==> config.mk <==
export PLATFORM = sky130hd
export DESIGN_NAME = pph_ctrl
export DESIGN_NICKNAME = d
export VERILOG_FILES = /design/src/rtl/pph_pkg.sv /design/src/rtl/pph_ctrl.sv
export SDC_FILE = /design/constraint.sdc
export NUM_CORES = 1
export LEC_CHECK = 0
export BUFFER_PORTS_ARGS = -buffer_cell sky130_fd_sc_hd__buf_2
export CAP_MARGIN = 20
export CORE_UTILIZATION = 43
export CTS_CLUSTER_DIAMETER = 40
export CTS_CLUSTER_SIZE = 20
export DETAILED_ROUTE_END_ITERATION = 10
export PLACE_DENSITY = 0.82
export SLEW_MARGIN = 20
export SYNTH_ARGS = -nofsm -noshare
export SYNTH_HDL_FRONTEND = slang
export SYNTH_SLANG_ARGS = --single-unit
==> constraint.sdc <==
create_clock -name clk_i -period 1.6 [get_ports clk_i]
set_input_delay 0.16 -clock clk_i [delete_from_list [all_inputs] [get_ports clk_i]]
set_output_delay 0.16 -clock clk_i [all_outputs]
set_load 0.1 [all_outputs]
==> src/rtl/pph_pkg.sv <==
// Package for the polyline point hit test: widths, codes, control structs.
// Used by pph_if, pph_mac, pph_ctrl and the top level; depends on nothing.
`timescale 1ns / 1ps
`default_nettype none

package pph_pkg;

  localparam int unsigned FIELD_W      = 16;
  localparam int unsigned RADIUS_W     = 8;
  localparam logic [RADIUS_W-1:0] RADIUS_RESET = 8'd5;

  localparam int unsigned COORD_W_DEF  = 16;
  localparam int unsigned HALF_W_DEF   = COORD_W_DEF + 1;
  localparam int unsigned MUL_W_DEF    = (COORD_W_DEF + 2 > 2 * RADIUS_W + 1) ?
                                         COORD_W_DEF + 2 : 2 * RADIUS_W + 1;
  localparam int unsigned ACC_W_DEF    = 4 * COORD_W_DEF + 20;

  typedef enum logic [2:0] {
    ST_IDLE,
    ST_STEP,
    ST_DRAIN,
    ST_DECIDE,
    ST_PERP,
    ST_FIN
  } state_e;

  typedef enum logic [3:0] {
    STEP_LEN_A,
    STEP_LEN_B,
    STEP_DA_A,
    STEP_DA_B,
    STEP_DB_A,
    STEP_DB_B,
    STEP_DOT_A,
    STEP_DOT_B,
    STEP_CRS_A,
    STEP_CRS_B,
    STEP_RAD,
    STEP_CSQ_A,
    STEP_CSQ_B,
    STEP_CSQ_C,
    STEP_RL_A,
    STEP_RL_B
  } step_e;

  typedef enum logic [1:0] {
    OP_LOAD,
    OP_ADD,
    OP_SUB
  } acc_op_e;

  typedef enum logic [1:0] {
    SH_NONE,
    SH_HALF,
    SH_HALF1,
    SH_FULL
  } shift_e;

  typedef struct packed {
    logic    en;
    acc_op_e op;
    shift_e  sh;
  } mac_ctrl_t;

  typedef struct packed {
    logic  in_ready;
    step_e step;
    logic  in_step;
    logic  drain;
    logic  decide;
    logic  set_hit;
    logic  commit;
  } ctrl_t;

  typedef struct packed {
    logic in_valid;
    logic in_first;
    logic last;
    logic perp;
    logic near_end;
    logic near_perp;
    logic out_free;
  } status_t;

  function automatic mac_ctrl_t step_mac(input step_e step);
    mac_ctrl_t m;
    m.en = 1'b1;
    m.op = OP_ADD;
    m.sh = SH_NONE;
    case (step)
      STEP_LEN_A, STEP_DA_A, STEP_DB_A, STEP_DOT_A, STEP_CRS_A,
      STEP_RAD, STEP_CSQ_A, STEP_RL_A: m.op = OP_LOAD;
      STEP_CRS_B: m.op = OP_SUB;
      STEP_CSQ_B: m.sh = SH_HALF1;
      STEP_CSQ_C: m.sh = SH_FULL;
      STEP_RL_B:  m.sh = SH_HALF;
      default:    m.op = OP_ADD;
    endcase
    return m;
  endfunction

endpackage

`default_nettype wire

==> src/rtl/pph_ctrl.sv <==
// Sequencer of the hit test: walks the multiply steps of one segment,
// decides the nearest-point case and closes the item. Depends on pph_pkg.
`timescale 1ns / 1ps
`default_nettype none

module pph_ctrl (
  input  logic               clk_i,
  input  logic               rst_ni,
  input  pph_pkg::status_t   status_i,
  output pph_pkg::ctrl_t     ctrl_o,
  output pph_pkg::mac_ctrl_t mac_o
);
  import pph_pkg::*;

  state_e state_q, state_d;
  step_e  step_q, step_d;

  always_ff @(posedge clk_i or negedge rst_ni) begin
    if (!rst_ni) begin
      state_q <= ST_IDLE;
      step_q  <= STEP_LEN_A;
    end else begin
      state_q <= state_d;
      step_q  <= step_d;
    end
  end

  always_comb begin
    state_d = state_q;
    step_d  = step_q;
    ctrl_o  = '0;
    ctrl_o.step = step_q;
    mac_o   = step_mac(step_q);
    mac_o.en = 1'b0;
    case (state_q)
      ST_IDLE: begin
        ctrl_o.in_ready = 1'b1;
        if (status_i.in_valid) begin
          if (status_i.in_first) begin
            state_d = ST_FIN;
          end else begin
            state_d = ST_STEP;
            step_d  = STEP_LEN_A;
          end
        end
      end
      ST_STEP: begin
        ctrl_o.in_step = 1'b1;
        mac_o.en = 1'b1;
        if (step_q == STEP_RAD || step_q == STEP_RL_B) begin
          state_d = ST_DRAIN;
        end else begin
          step_d = step_e'(step_q + 4'd1);
        end
      end
      ST_DRAIN: begin
        ctrl_o.drain = 1'b1;
        state_d = (step_q == STEP_RAD) ? ST_DECIDE : ST_PERP;
      end
      ST_DECIDE: begin
        ctrl_o.decide = 1'b1;
        if (status_i.perp) begin
          state_d = ST_STEP;
          step_d  = STEP_CSQ_A;
        end else begin
          ctrl_o.set_hit = status_i.near_end;
          state_d = ST_FIN;
        end
      end
      ST_PERP: begin
        ctrl_o.set_hit = status_i.near_perp;
        state_d = ST_FIN;
      end
      ST_FIN: begin
        if (!status_i.last || status_i.out_free) begin
          ctrl_o.commit = 1'b1;
          state_d = ST_IDLE;
        end
      end
      default: begin
        state_d = ST_IDLE;
      end
    endcase
  end

endmodule

`default_nettype wire

==> results of run 1 <==
-- timing repair --
action / CTS / global route
setup endpoints to repair: 4 / 12
setup buffers: 8 / 7
resized for setup: 8 / 5
pin swaps: 7 / 6
hold buffers: 1 / 0
endpoints found under the hold margin: 7 / 0
gates cloned: 0 / 0
-- cells in the final DEF, fill, tap and decap left out, types with 2 or more instances in the layout --
master,netlist,final
buf_6,1,2
nor3_1,4,2
nand2_2,0,2
nor3_4,0,2
o211ai_1,2,2
nand2_1,8,5
buf_2,0,12
a31oi_1,3,3
inv_2,1,2
nor2b_2,1,3
nor2_1,8,2
buf_12,0,11
o22a_1,2,2
nand2b_1,3,3
nor2_4,0,5
clkbuf_4,0,3
ha_4,0,2
dfrtp_4,0,4
dfrtp_1,7,2
buf_4,1,18
a21oi_1,6,5
-- flip-flops by register name, summed over array words and instances (netlist names) --
name,cells
state_q,3
step_q,4
-- area by class of cell --
| class | count | area (um2) | share of cell area (%) |
|---|---|---|---|
| multi-input cells | 63 | 567 | 44.3 |
| flip-flops and latches | 7 | 191 | 15.0 |
| repair buffers | 45 | 463 | 36.2 |
| clock buffers | 4 | 26.3 | 2.05 |
| inverters | 3 | 13.8 | 1.08 |
| well taps | 15 | 18.8 | 1.47 |
-- kinds of logic after synthesis --
kind of cell    Yosys count  synth area share (%)
fa+ha+maj                 4                  7.65
buf+inv                   9                  9.18
mux                       1                  1.72
simple gates             36                  30.0
compound gates           22                  24.7
flops                     7                  26.8
-- metal layers --
layer  routed length, um  up-vias  global-route usage [%]
met5                   0        -                       0
met4                 105        0                    10.8
met3                 369       14                    10.9
met2                1560       92                    55.1
met1                1080      433                    42.2
li1                    -      369                       -
-- tightest hold or removal path, delay by kind of cell --
kind	cells	cell delay, ns
compound gates	2	0.17
buf+inv	1	0.11
-- through the flow --
| stage | TNS, ns | cell area [um2] | cells | hold WS [ns] |
|---|---|---|---|---|
| global placement | 0 | 1090 | 117 | 0.00147 |
| finish | -0.696 | 1280 | 137 | 0.203 |
| CTS | -0.194 | 1210 | 130 | 0.208 |
| floorplan | -0.663 | 812 | 79 | -0.136 |
| global route | -1.02 | 1280 | 137 | 0.204 |
| detailed placement | 0 | 1090 | 117 | 0.0105 |
-- worst max-delay path by stage --
stage                                     start                endpoint  slack [ns]  cells after the start
after floorplan           step_q[0]$_DFFE_PN0P_                mac_o[2]       -0.22                      4
final                     step_q[0]$_DFFE_PN0P_                mac_o[2]       -0.19                      5
after global placement    step_q[0]$_DFFE_PN0P_   step_q[0]$_DFFE_PN0P_        0.11                      6
after detailed placement  step_q[0]$_DFFE_PN0P_  state_q[0]$_DFFE_PN0P_        0.01                      6
after CTS                 step_q[0]$_DFFE_PN0P_                mac_o[2]       -0.12                      5
after global routing      step_q[0]$_DFFE_PN0P_                mac_o[2]       -0.25                      5
==> results.toml, run 1 <==
[clock_network]
cts_tree = "done"
cts-buffers-inserted = 3
cts_max_level = 1
clockRootBuffer = "clkbuf_4"
clock_sinks = 7
cts_buffer_depth = 2
clk_latency_ns = 0.27
cts.clk_slew.worst_paths_ns = 0.07

[logic_synthesis]
yosysTopAreaCellShare_pct = 26.8
ys_ff_latch = 7
yosysUniqueCellTypes = 36
ys_top_cells_by_area = "dfrtp_1 (27%), ha_1 (7.6%), a21oi_1 (4.6%), nand2_1 (4.6%), nor2_1 (4.6%)"
synthArstFlopShare_pct = 100
ys.flop_type = "dfrtp_1"
synth_area_per_cell_um2 = 8.28
synth_edf_count = 0
ys_warn_count = 0
seq_area_frac_synth_pct = 26.8
synth_area_um2 = 654
synth_commonest_cells = "nand2_1 (8), nor2_1 (8), dfrtp_1 (7)"
syn_inst = 79
syn-num-nets = 92
synth_top_area_cell = "dfrtp_1"

[setup_path]
cp-end-kind = "output pin"
cp_cell_sequence = "ha_4 -> o21ai_2 -> nand2b_1 -> a21oi_4 -> buf_12"
slowest_stage = "dfrtp_4"
critPathBufInv = 1
max_stage_delay_ns = 0.53
cp_max_fo = 5
required_ns = 1.44
crit_family = "flip-flops"
critPathLaunchType = "register"
critPathArrivalTime_ns = 1.63
reg2reg_depth = 6
rr_endpoint = "step_q[0]$_DFFE_PN0P_"
crit_type = "reg -> out"
r2r-start = "step_q[0]$_DFFE_PN0P_"
ff2ff_setup_slack_ns = -0.07

[sta]
hold_violations = 0
slew_viol_final = 0
setup_viol = 11
setup_ws_ns = -0.189
skew_ns = 0.000755
slew_headroom_pct = 67.2
finalCritPeriodShare_pct = 112
worst_slew_pin_slew_ns = 0.495
rsz0062_at_grt = "true"
period_needed_ns = 1.79
fmax_mhz = 559

[route]
firstDrtPassIters = 4
avgViaCountPerCell = 6.63
wl_per_cell_um = 22.7
vias = 908
drtAntennaViolNets = 0
routed_wl_mm = 3.11
drt_iter0_drc = 47
drc_errors = 0

[layout]
fin_nets = 136
drive_gt1_share_pct = 67.2
area_growth_pct = 95.6
fin_util_pct = 94.8
fillerInstances = 36
diodes = 0

[global_routing]
grt-ovfl-total = 0
grt_pass1_wl_mm = 3.59
grt_use_total_pct = 34.0
antenna_found_initial = 0
grt_pass1_vias = 732
grt_max_degree = 15

[worst_hold_path]
min_to = "state_q[0]$_DFFE_PN0P_"
hold_start = "status_i[6]"
hold_path_class = "in -> reg"
hold_depth = 3

[die]
num_rows = 13
die_height_um = 41.0
start_util_pct = 48.5
num_io_pins = 24
fp.coreArea_um2 = 1350
fp.dieArea_um2 = 1680
die_x_um = 41.0

[place]
hpwl_mm = 1.43
port_buffers = 23
dpl_worst_slack_ns = 0.0133
gp_congestion = 0.779

[outcome]
status = "complete, but fails checks"
violations = "setup timing"

[job]
drv_cap = 0
Power of run 1 is left out: the tool's default activity adds up to more than one toggle a clock period on the data nets, which glitch-free logic cannot reach.
==> run 2: changes to the inputs <==
--- a/config.mk
+++ b/config.mk
@@ -12,6 +12,7 @@
 export CTS_CLUSTER_SIZE = 20
 export DETAILED_ROUTE_END_ITERATION = 10
 export PLACE_DENSITY = 0.82
+export SKIP_CTS_REPAIR_TIMING = 1
 export SLEW_MARGIN = 20
 export SYNTH_ARGS = -nofsm -noshare
 export SYNTH_HDL_FRONTEND = slang
==> results.toml, run 2 (synthesized netlist as in run 1, its figures left out) <==
[die]
die_x_um = 41.0
num_rows = 13
num_io_pins = 24
die_height_um = 41.0
start_util_pct = 48.5
fp.dieArea_um2 = 1680
fp.coreArea_um2 = 1350

[sta]
fmax_mhz = 559
period_needed_ns = 1.79
setup_ws_ns = -0.188
skew_ns = 0.00154
finalCritPeriodShare_pct = 112
slew_headroom_pct = 66.9
finalSetupTns_ns = -0.325
slew_viol_final = 0
rsz0062_at_grt = "true"
worst_slew_pin_slew_ns = 0.500
setup_viol = 9
hold_violations = 0

[setup_path]
crit_type = "reg -> out"
critPathArrivalTime_ns = 1.63
reg2reg_depth = 6
critPathLaunchType = "register"
r2r-start = "step_q[0]$_DFFE_PN0P_"
required_ns = 1.44
rr_endpoint = "state_q[0]$_DFFE_PN0P_"
ff2ff_setup_slack_ns = -0.02
cp-end-kind = "output pin"
cp_max_fo = 7

[route]
drtAntennaViolNets = 0
drc_errors = 0
routed_wl_mm = 2.80
drt_iter0_drc = 28
firstDrtPassIters = 4
avgViaCountPerCell = 6.21
vias = 813
wl_per_cell_um = 21.4

[worst_hold_path]
hold_start = "status_i[6]"
hold_path_class = "in -> reg"
hold_depth = 3
min_to = "state_q[0]$_DFFE_PN0P_"

[clock_network]
clk_latency_ns = 0.27
clock_sinks = 7
cts_max_level = 1
cts_buffer_depth = 2
cts-buffers-inserted = 3
cts.clk_slew.worst_paths_ns = 0.07
clockRootBuffer = "clkbuf_4"
cts_tree = "done"

[layout]
largest_reg_flops = 4
area_growth_pct = 93.9
top_regs = "step_q x4, state_q x3"
fin_util_pct = 94.0
top_register = "step_q"
fin_nets = 130
diodes = 0
drive_gt1_share_pct = 69.0
mostFrequentLayoutCells = "buf_2 (12), buf_4 (12), buf_12 (11)"

[global_routing]
grt_pass1_vias = 647
grt_use_total_pct = 25.1
grt_max_degree = 15
grt-ovfl-total = 0
grt_pass1_wl_mm = 2.72
antenna_found_initial = 0

[place]
port_buffers = 23
gp_congestion = 0.779
dpl_worst_slack_ns = 0.0133
hpwl_mm = 1.43

[outcome]
violations = "setup timing"
status = "complete, but fails checks"

[job]
drv_cap = 0
[run 2: per-stage QoR]
step | area [um2] | hold slack [ns] | cells
global route | 1270 | 0.230 | 131
CTS | 1110 | -0.274 | 121
detailed placement | 1090 | 0.0105 | 117
floorplan | 812 | -0.136 | 79
finish | 1270 | 0.215 | 131
global placement | 1090 | 0.00147 | 117
[run 2: cell type report]
type                    instances  area, um2
fillers                        44       81.3
flip-flops and latches          7        194
multi-input cells              63        598
well taps                      15       18.8
clock buffers                   4       26.3
inverters                       3       13.8
repair buffers                 39        418
[run 2: layer usage]
layer	vias up	global-route usage, %	part of all wire, %
li1	360	-	-
met1	395	30.0	38
met2	44	42.6	52
met3	14	4.35	5.0
met4	0	12.5	5.4
met5	-	0	0
[run 2: worst max path at each step]
stage | start | slack, ns | end
3_3_place_gp | step_q[0]$_DFFE_PN0P_ | 0.11 | step_q[0]$_DFFE_PN0P_
2_1_floorplan | step_q[0]$_DFFE_PN0P_ | -0.22 | mac_o[2]
5_1_grt | step_q[0]$_DFFE_PN0P_ | -0.21 | mac_o[2]
6_report | step_q[0]$_DFFE_PN0P_ | -0.19 | mac_o[2]
4_1_cts | step_q[0]$_DFFE_PN0P_ | -0.15 | mac_o[2]
3_5_place_dp | step_q[0]$_DFFE_PN0P_ | 0.01 | state_q[0]$_DFFE_PN0P_
[run 2: critical path: stages (launching register included)]
cell and delay, ns:
dfrtp_4 0.54, ha_4 0.19, o21ai_2 0.13, nand2b_1 0.11, a21oi_4 0.19, buf_12 0.19
Power of run 2 is left out for the same reason.
